`src/rtl/core/mmde_pkg.sv`:
```
`default_nettype none
package mmde_pkg;

   // Largest matrix dimension held in the element stores
   localparam int MAX_DIM = 16;

   // Field widths of the streaming items
   localparam int MODE_W    = 2;
   localparam int ROW_W     = 4;
   localparam int COL_W     = 4;
   localparam int VALUE_W   = 16;
   localparam int PRODUCT_W = 36;
   localparam int CFG_W     = 5;
   localparam int CSR_IDX_W = 2;

   localparam int REQ_TDATA_W = ROW_W + COL_W + VALUE_W;
   localparam int RSP_TDATA_W = ((PRODUCT_W + 7) / 8) * 8;
   localparam int MULT_W      = 2 * VALUE_W;

   // Store geometry, element (r, c) lives at r * MAX_DIM + c
   localparam int IDX_W   = $clog2(MAX_DIM);
   localparam int DEPTH   = MAX_DIM * MAX_DIM;
   localparam int ADDR_W  = $clog2(DEPTH);
   localparam int SIZE_W  = (CFG_W > $clog2(MAX_DIM + 1)) ? CFG_W : $clog2(MAX_DIM + 1);

   localparam logic [CFG_W-1:0] CFG_RESET = CFG_W'(16);

   // Item kinds
   localparam logic [MODE_W-1:0] MODE_WRITE_A = 2'd0;
   localparam logic [MODE_W-1:0] MODE_WRITE_B = 2'd1;
   localparam logic [MODE_W-1:0] MODE_COMPUTE = 2'd2;

   // Size register indexes
   localparam logic [CSR_IDX_W-1:0] REG_ROWS_OF_A    = 2'd0;
   localparam logic [CSR_IDX_W-1:0] REG_INNER_LENGTH = 2'd1;
   localparam logic [CSR_IDX_W-1:0] REG_COLS_OF_B    = 2'd2;

   typedef struct packed {
      logic clear;
      logic accumulate;
   } mac_ctl_type;

   function automatic logic [ADDR_W-1:0] elem_addr(input logic [ADDR_W-1:0] r,
                                                   input logic [ADDR_W-1:0] c);
      elem_addr = ADDR_W'(r * ADDR_W'(MAX_DIM)) + c;
   endfunction

   // Sizes above MAX_DIM act as MAX_DIM
   function automatic logic [SIZE_W-1:0] sat_size(input logic [CFG_W-1:0] r);
      sat_size = (SIZE_W'(r) > SIZE_W'(MAX_DIM)) ? SIZE_W'(MAX_DIM) : SIZE_W'(r);
   endfunction

endpackage
`default_nettype wire

```
`src/rtl/core/mmde_mac.sv`:
```
`default_nettype none
module mmde_mac (
   input  wire logic                                clock,
   input  wire mmde_pkg::mac_ctl_type               ctl,
   input  wire logic signed [mmde_pkg::VALUE_W-1:0] a_value,
   input  wire logic signed [mmde_pkg::VALUE_W-1:0] b_value,
   output logic signed [mmde_pkg::PRODUCT_W-1:0]    acc
);
   import mmde_pkg::*;

   logic signed [MULT_W-1:0]    prod;
   logic signed [PRODUCT_W-1:0] acc_ff;
   logic signed [PRODUCT_W-1:0] acc_in;

   assign prod = a_value * b_value;

   always_comb begin
      acc_in = acc_ff;
      if (ctl.clear) begin
         acc_in = '0;
      end else if (ctl.accumulate) begin
         acc_in = acc_ff + PRODUCT_W'(prod);
      end
   end

   always_ff @(posedge clock) begin
      acc_ff <= acc_in;
   end

   assign acc = acc_ff;

endmodule
`default_nettype wire

```
`config.mk`:
```
export PLATFORM = sky130hd
export DESIGN_NAME = mmde_mac
export DESIGN_NICKNAME = d
export VERILOG_FILES = /design/src/rtl/core/mmde_pkg.sv /design/src/rtl/core/mmde_mac.sv
export SDC_FILE = /design/constraint.sdc
export NUM_CORES = 1
export LEC_CHECK = 0
export BUFFER_PORTS_ARGS = -buffer_cell sky130_fd_sc_hd__buf_2
export CORE_MARGIN = 4
export CORE_UTILIZATION = 55
export DETAILED_ROUTE_END_ITERATION = 8
export MAX_ROUTING_LAYER = met4
export PLACE_DENSITY = 0.73
export SLEW_MARGIN = 20
export SYNTH_ARGS = -nofsm -noshare
export SYNTH_HDL_FRONTEND = slang
export SYNTH_SLANG_ARGS = --single-unit
```
`constraint.sdc`:
```
create_clock -name clock -period 11.75 [get_ports clock]
set_clock_uncertainty 0.05 [all_clocks]
set_input_delay 2.35 -clock clock [delete_from_list [all_inputs] [get_ports clock]]
set_output_delay 2.35 -clock clock [all_outputs]
set_load 0.02 [all_outputs]
```
==> flow_summary.json, run 1 <==
{
  "wl_per_cell_um": 17.7,
  "required_ns": 11.83,
  "fp.dieW_um": 160,
  "grt_max_degree": 39,
  "synth_cells": 1364,
  "clockBufferDepth": 2,
  "cp_max_fo": 16,
  "fmax_mhz": 114,
  "slowest_delay_ns": 0.61,
  "async_reset_ff_share_pct": 0,
  "initial_core_util_pct": 56.0,
  "chipHeight_um": 160,
  "diodes": 0,
  "syn-mean-instance-area_sq_um": 9.33,
  "synth_edf_count": 0,
  "synth_cell_types": 48,
  "synthMuxAreaShare_pct": 1.50,
  "critical_path_class": "in -> reg",
  "rrSetupSlack_ns": 6.10,
  "max_cap_violations": 0,
  "clock_latency_ns": 0.29,
  "vias_per_cell": 5.39,
  "finalHoldViolCount": 0,
  "cts.sinks": 36,
  "slew_violations": 0,
  "slew_headroom_pct": 45.6,
  "cp-startpoint": "b_value[2]",
  "route.vias.total": 9076,
  "root_buffer": "clkbuf_16",
  "io_pins": 71,
  "start_kind": "primary input",
  "grt_use_total_pct": 25.3,
  "cts-resized-gates": 0,
  "wl_mm": 29.9,
  "reg2reg_to": "acc[34]",
  "layout-drive-gt1-share_pct": 5.72,
  "ys_seq_area_share_pct": 5.66,
  "drcViolationCount": 0,
  "path_cells": "buf_2, and2_1, inv_1, fa_1, inv_1, fa_1, inv_1, fa_1, inv_1, fa_1, fa_1, inv_1, fa_1, inv_1, ha_1, a21o_1, a22o_1, a221o_1, a31o_1, a31o_1, o41a_1, a221o_1, xnor2_1, o22ai_1",
  "synth_top_family_by_area": "adder cells",
  "r2r_start": "acc[15]",
  "cts_hold_buf": 0,
  "fin_setup_tns_ns": 0,
  "drtIter0Drc": 412,
  "fin_cells": 1684,
  "yosys_most_used_dff": "dfxtp_1",
  "path_clk_slew_ns": 0.06,
  "grt_pass1_wl_mm": 50.7,
  "synthXorXnorAreaFrac_pct": 2.41,
  "rr_worst_depth": 19,
  "finalSetupViolations": 0,
  "run_status": "finished clean",
  "post-route-period-util_pct": 74.9,
  "synthToLayoutAreaGrowth_pct": 5.72,
  "rsz0062_at_grt": "false",
  "cts.htree.levels": 2,
  "cts_tree": "done",
  "portBuffers": 70,
  "synth-simple-area-share_pct": 13.5,
  "fin_crit_ns": 8.80,
  "firstDrtPassIters": 4,
  "overflow": 0,
  "worstMarginPinSlew_ns": 0.816,
  "cts-buffers-inserted": 5,
  "std_cell_rows": 55,
  "die_area_sq_mm": 0.0256,
  "synth_adder_area_share_pct": 59.9,
  "cp-end-kind": "flop",
  "syn_area_sq_mm": 0.0127,
  "antenna_found_initial": 0,
  "placed_cells": 1676,
  "crit_end": "acc[34]",
  "yosysWarnings": 0,
  "core-area_sq_mm": 0.0227,
  "critPathSlowestCell": "fa_1",
  "fin_nets": 1854,
  "synth_fp_nets": 1820,
  "dp_hpwl_mm": 25.3,
  "cts_setup_buffers": 0,
  "synth_compound_area_share_pct": 5.34,
  "crit_arrival_ns": 8.89,
  "grt_pass1_vias": 10100,
  "largest_reg_flops": 36,
  "ant_nets": 0,
  "min_path_type": "reg -> reg",
  "routabilityCongestion": 0.932,
  "ys_ff_latch": 36
}
[per-stage QoR]
stage               hold WS [ns]  cell area [sq um]  setup WS [ns]  util [%]
floorplan                  0.507              12700           3.17         -
global placement           0.446              13300           2.76      58.4
detailed placement         0.460              13300           2.70      58.4
CTS                        0.468              13500           2.97      59.2
global route               0.506              13500           2.65      59.2
finish                     0.461              13500           2.95      59.2
[cell type report]
type,instances,area [sq um]
multi-input combinational,931,10500
fill,1994,9260
inverter,354,1330
sequential,36,721
tap,285,357
timing repair buffer,70,350
clock buffer,7,153
clock inverter,1,30.0
[Yosys cell counts, drive strengths merged (2+ instances only)]
master,instances,area (sq um)
inv,354,1330
fa,314,6290
nand2,143,537
and2,121,757
ha,107,1340
nor2,49,184
clkbuf,40,150
dfxtp,36,721
a21oi,35,175
xnor2,22,193
mux2i,18,180
o21ai,14,70.1
xor2,13,114
a21o,12,90.1
nor3,10,50.1
o22ai,8,50.1
a211oi,6,45.0
nand2b,6,37.5
nand4,5,31.3
a31oi,4,25.0
and3,4,30.0
nand3,4,20.0
a211o,3,26.3
buf,3,11.3
o2111ai,3,26.3
o211ai,3,22.5
o21a,3,22.5
a221o,2,20.0
a31o,2,17.5
nor2b,2,12.5
o21bai,2,15.0
o311ai,2,17.5
[cell families (layout without fill, tap and decap cells)]
family | Yosys count | in the layout
AND/OR/NAND/NOR | 351 | 351
multiplexers | 19 | 19
adder cells (fa/ha/maj) | 421 | 421
buffers and inverters | 397 | 432
XOR/XNOR | 35 | 35
AO/OA/AOI/OAI | 105 | 105
flip-flops | 36 | 36
[critical path: cells and delay by family]
kind	cells	cell delay, ns
adders and majority gates	7	3.38
AOI/OAI and AO/OA	8	2.04
buffers and inverters	7	0.72
and+or+nand+nor	1	0.23
xor gates and xnor gates	1	0.14
[layer usage]
metal | share of wire (%) | up-vias | track usage, % | routed length, um
li1 | - | 4096 | - | -
met3 | 4.0 | 68 | 2.53 | 1180
met1 | 41 | 4681 | 32.3 | 12300
met4 | 3.1 | 0 | 7.20 | 920
met5 | 0 | - | - | 0
met2 | 52 | 231 | 43.3 | 15500
[worst min-delay path by stage]
stage | start | endpoint | cells past startpoint
global route | acc[19] | acc[19] | 2
floorplan | acc[19] | acc[19] | 2
detailed placement | acc[4] | acc[4] | 2
CTS | acc[4] | acc[4] | 2
global placement | acc[4] | acc[4] | 2
finish | acc[4] | acc[4] | 2
[cells in the final DEF, fill, tap and decap left out, drive strengths merged, types with 2 or more instances in the layout]
cell type / n
inv: 354
fa: 314
nand2: 143
and2: 121
ha: 107
buf: 70
nor2: 49
dfxtp: 36
a21oi: 35
xnor2: 22
mux2i: 18
o21ai: 14
xor2: 13
a21o: 12
nor3: 10
o22ai: 8
clkbuf: 7
nand2b: 6
a211oi: 6
nand4: 5
nand3: 4
a31oi: 4
and3: 4
o211ai: 3
o2111ai: 3
o21a: 3
a211o: 3
o21bai: 2
a221o: 2
a31o: 2
nor2b: 2
o311ai: 2
Power of run 1 is left out: the tool's default activity adds up to more than one toggle a clock period on the data nets, which glitch-free logic cannot reach.
==> run 2, diff against run 1 <==
- clock period: 11.75 -> 9 ns (I/O delays scaled with it)
==> run 2 against run 1 <==
Critical path depth stayed put. Largest cell class unchanged. Wire length is 2.9% lower. Die area is the same. Register-to-register slack got worse by 2.7 ns. Design area about the same. Hold slack lost 0.0025 ns.
==> flow_summary.json, run 2 (synthesis results as in run 1) <==
{
  "chipHeight_um": 160,
  "highest-signal-layer": "met4",
  "clock_latency_ns": 0.28,
  "cp.buffers_inverters": 7,
  "grt_pass1_wl_mm": 49.8,
  "hold-path-endpoint": "acc[4]",
  "synthToLayoutAreaGrowth_pct": 5.75,
  "wl_met1_mm": 12.1,
  "run_status": "finished clean",
  "drtIter0Drc": 465,
  "vias_per_cell": 5.36,
  "cts.sinks": 36,
  "wl_met3_mm": 1.17,
  "slowest_delay_ns": 0.61,
  "ant_nets": 0,
  "mostFrequentLayoutCells": "inv_1 (354), fa_1 (314), nand2_1 (143), and2_1 (121), ha_1 (107)",
  "die_area_sq_mm": 0.0256,
  "grt_use_total_pct": 24.7,
  "firstDrtPassIters": 5,
  "min_path_cells": 2,
  "fin_setup_tns_ns": 0,
  "cts_setup_buffers": 0,
  "layout-drive-gt1-share_pct": 5.85,
  "io_pins": 71,
  "postPlaceCellArea_sq_mm": 0.0133,
  "root_buffer": "clkbuf_16",
  "critical_path.top_delay_family": "adder cells",
  "route.vias.total": 9034,
  "rsz0062_at_grt": "false",
  "drcViolationCount": 0,
  "slew_violations": 0,
  "finalHoldViolCount": 0,
  "min_path_type": "reg -> reg",
  "r2r_start": "acc[15]",
  "slew_headroom_pct": 39.5,
  "routabilityCongestion": 0.925,
  "min_from": "acc[4]",
  "cts-resized-gates": 0,
  "fin_area_sq_mm": 0.0135,
  "cts.htree.levels": 2,
  "clockBufferDepth": 2,
  "critical_path_class": "in -> reg",
  "path_cells": "buf_2, and2_1, inv_1, fa_1, inv_1, fa_1, inv_1, fa_1, inv_1, fa_1, fa_1, inv_1, fa_1, inv_1, ha_1, a21o_1, a22o_1, a221o_1, a31o_1, a31o_1, o41a_1, a221o_1, xnor2_1, o22ai_1",
  "post-route-period-util_pct": 91.2,
  "start_kind": "primary input",
  "path_clk_slew_ns": 0.06,
  "fp.dieW_um": 160,
  "rr_worst_depth": 19,
  "overflow": 0,
  "finalSetupViolations": 0,
  "cts_hold_buf": 0,
  "fmax_mhz": 122,
  "fin_crit_ns": 8.21,
  "cts-buffers-inserted": 5,
  "wl_per_cell_um": 17.2,
  "cp_max_fo": 16,
  "diodes": 0,
  "final_common_cell": "inv_1",
  "required_ns": 9.08,
  "rrSetupSlack_ns": 3.37,
  "cts_tree": "done",
  "grt_max_degree": 39,
  "dr_wl_met2_mm": 15.1,
  "largest_reg_flops": 36,
  "worstMarginPinSlew_ns": 0.907,
  "cp_num_cells": 24,
  "initial_core_util_pct": 56.0,
  "crit_arrival_ns": 8.29,
  "reg2reg_to": "acc[34]",
  "wl_mm": 29.0,
  "antenna_found_initial": 0,
  "std_cell_rows": 55,
  "fin_nets": 1857,
  "grt_pass1_vias": 9989,
  "max_cap_violations": 0,
  "core-area_sq_mm": 0.0227,
  "cp-end-kind": "flop",
  "critPathSlowestCell": "fa_1",
  "portBuffers": 70,
  "dp_hpwl_mm": 24.6
}
[run 2: cell count changes in the layout (fill, tap and decap cells not counted), sizes merged]
cell	delta
buf	+3
clkbuf	-1
clkinv	+1
[run 2: how the worst max path moves through the flow]
stage	startpoint	to
after floorplan	a_value[15]	acc[34]
after global placement	a_value[15]	acc[34]
after detailed placement	a_value[15]	acc[34]
after CTS	a_value[15]	acc[34]
after global routing	a_value[15]	acc[34]
final	a_value[15]	acc[34]
[run 2: routing by layer]
metal / global-route usage, % / up-vias
li1: - / 4110
met1: 31.4 / 4669
met2: 43.5 / 208
met3: 2.74 / 47
met4: 4.61 / 0
met5: - / -
[run 2: stage by stage]
| stage | hold slack, ns | std cells | util [%] | setup slack (ns) |
|---|---|---|---|---|
| floorplan | 0.507 | 1364 | - | 0.972 |
| global placement | 0.446 | 1679 | 58.5 | 0.646 |
| detailed placement | 0.450 | 1679 | 58.5 | 0.505 |
| CTS | 0.458 | 1687 | 59.3 | 0.799 |
| global route | 0.492 | 1687 | 59.3 | 0.492 |
| finish | 0.458 | 1687 | 59.3 | 0.793 |
[run 2: final cells by class]
cell class / count / area, sq um
Sequential cell: 36 / 721
Fill cell: 1999 / 9250
Tap cell: 285 / 357
Timing Repair Buffer: 73 / 373
Multi-Input combinational cell: 931 / 10500
Clock inverter: 2 / 35.0
Inverter: 354 / 1330
Clock buffer: 6 / 129
[run 2: tightest hold or removal path, delay by kind of cell, from the launching register on]
family / cells / cell delay (ns)
flops: 1 / 0.33
simple gates: 1 / 0.09
compound gates: 1 / 0.04
Power of run 2 is left out for the same reason.
==> run 3, diff against run 2 <==
- CORE_UTILIZATION: 55 -> 65
- PLACE_DENSITY: 0.73 -> 0.84
==> run 3 against run 2 <==
Critical path depth unchanged. Critical endpoint unchanged. Non-clock buffer count shrank 2. Critical path type unchanged. First-iteration DRC count increased by 55%. Fmax fell by 0.68%. Sequential share of layout area about the same. Largest cell class unchanged. Wire length grew 1.8%. Register-to-register slack lost 0.02 ns.
==> flow_summary.json, run 3 (synthesis results as in run 1) <==
{
  "critical_path_class": "in -> reg",
  "initial_core_util_pct": 67.1,
  "cts_hold_buf": 0,
  "finalSetupViolations": 0,
  "fin_nets": 1855,
  "chipHeight_um": 148,
  "vias_per_cell": 5.52,
  "wl_per_cell_um": 17.8,
  "grt_max_degree": 39,
  "post-route-period-util_pct": 91.8,
  "rrSetupSlack_ns": 3.35,
  "std_cell_rows": 50,
  "fin_setup_tns_ns": 0,
  "rsz0062_at_grt": "false",
  "path_clk_slew_ns": 0.05,
  "wl_mm": 29.5,
  "firstDrtPassIters": 6,
  "max_cap_violations": 0,
  "cts.htree.levels": 2,
  "die_area_sq_mm": 0.0219,
  "grt_pass1_vias": 9967,
  "grt_pass1_wl_mm": 50.7,
  "antenna_found_initial": 0,
  "dp_hpwl_mm": 25.4,
  "diodes": 0,
  "ant_nets": 0,
  "drcViolationCount": 0,
  "cts_tree": "done",
  "min_path_type": "reg -> reg",
  "slew_violations": 0,
  "cts.sinks": 36,
  "fill_cells": 1478,
  "r2r_start": "acc[15]",
  "core-area_sq_mm": 0.0190,
  "cp.buffers_inverters": 7,
  "routabilityCongestion": 0.930,
  "portBuffers": 70,
  "seqCellArea_sq_um": 721,
  "rr_worst_depth": 19,
  "cp-end-kind": "flop",
  "placed_cells": 1652,
  "layout-drive-gt1-share_pct": 5.72,
  "worstMarginPinSlew_ns": 0.797,
  "fin_cells": 1659,
  "overflow": 0,
  "run_status": "finished clean",
  "final_common_cell": "inv_1",
  "dp_slack_ns": 0.472,
  "crit_arrival_ns": 8.33,
  "fmax_mhz": 121,
  "setup_slack_ns": 0.737,
  "hold-path-endpoint": "acc[19]",
  "clock_latency_ns": 0.28,
  "synthToLayoutAreaGrowth_pct": 5.30,
  "slowest_delay_ns": 0.64,
  "root_buffer": "clkbuf_16",
  "min_path_cells": 2,
  "largest_reg_flops": 36,
  "fin_crit_ns": 8.26,
  "path_cells": "buf_2, and2_1, inv_1, fa_1, inv_1, fa_1, inv_1, fa_1, inv_1, fa_1, fa_1, inv_1, fa_1, inv_1, ha_1, a21o_1, a22o_1, a221o_1, a31o_1, a31o_1, o41a_1, a221o_1, xnor2_1, o22ai_1",
  "multi_input_area_sq_mm": 0.0105,
  "cts-resized-gates": 0,
  "start_kind": "primary input",
  "mostFrequentLayoutCells": "inv_1 (354), fa_1 (314), nand2_1 (143), and2_1 (121), ha_1 (107)",
  "slew_headroom_pct": 46.9,
  "critical_path.top_delay_family": "adder cells",
  "required_ns": 9.07,
  "cts-buffers-inserted": 5,
  "cp_max_fo": 16,
  "cts_setup_buffers": 0,
  "route.vias.total": 9159,
  "clockBufferDepth": 2,
  "critPathSlowestCell": "fa_1",
  "io_pins": 71,
  "finalHoldViolCount": 0,
  "min_from": "acc[19]",
  "reg2reg_to": "acc[34]",
  "drtIter0Drc": 721,
  "cp_num_cells": 24,
  "fp.dieW_um": 148,
  "grt_use_total_pct": 29.9
}
[run 3: per-layer routing]
layer / track usage (%) / routed length, um
met3: 3.77 / 2250
met2: 47.8 / 14300
met5: - / 0
met1: 42.3 / 12400
met4: 5.91 / 589
[run 3: worst min-delay path, delay by kind of cell (launching register included)]
family	cells	cell delay, ns
simple gates	1	0.07
flops	1	0.33
compound gates	1	0.06
[run 3: layout make-up]
cell class / instances / area share, %
Clock buffer: 7 / 1.14
Timing Repair Buffer: 71 / 2.67
Sequential cell: 36 / 5.38
Tap cell: 260 / 2.43
Multi-Input combinational cell: 931 / 78.5
Inverter: 354 / 9.92
[run 3: how the worst max path moves through the flow]
| stage | start | slack, ns | end |
|---|---|---|---|
| floorplan | a_value[15] | 0.97 | acc[34] |
| CTS | b_value[2] | 0.76 | acc[34] |
| detailed placement | b_value[2] | 0.47 | acc[34] |
| global placement | b_value[2] | 0.59 | acc[34] |
| finish | b_value[2] | 0.74 | acc[34] |
| global route | b_value[2] | 0.39 | acc[34] |
[run 3: per-stage QoR]
step,cell area [sq um],utilization (%),hold slack (ns)
global placement,13200,69.9,0.446
detailed placement,13200,69.9,0.451
CTS,13400,70.7,0.461
global route,13400,70.7,0.475
finish,13400,70.7,0.463
floorplan,12700,-,0.507
Power of run 3 is left out for the same reason.
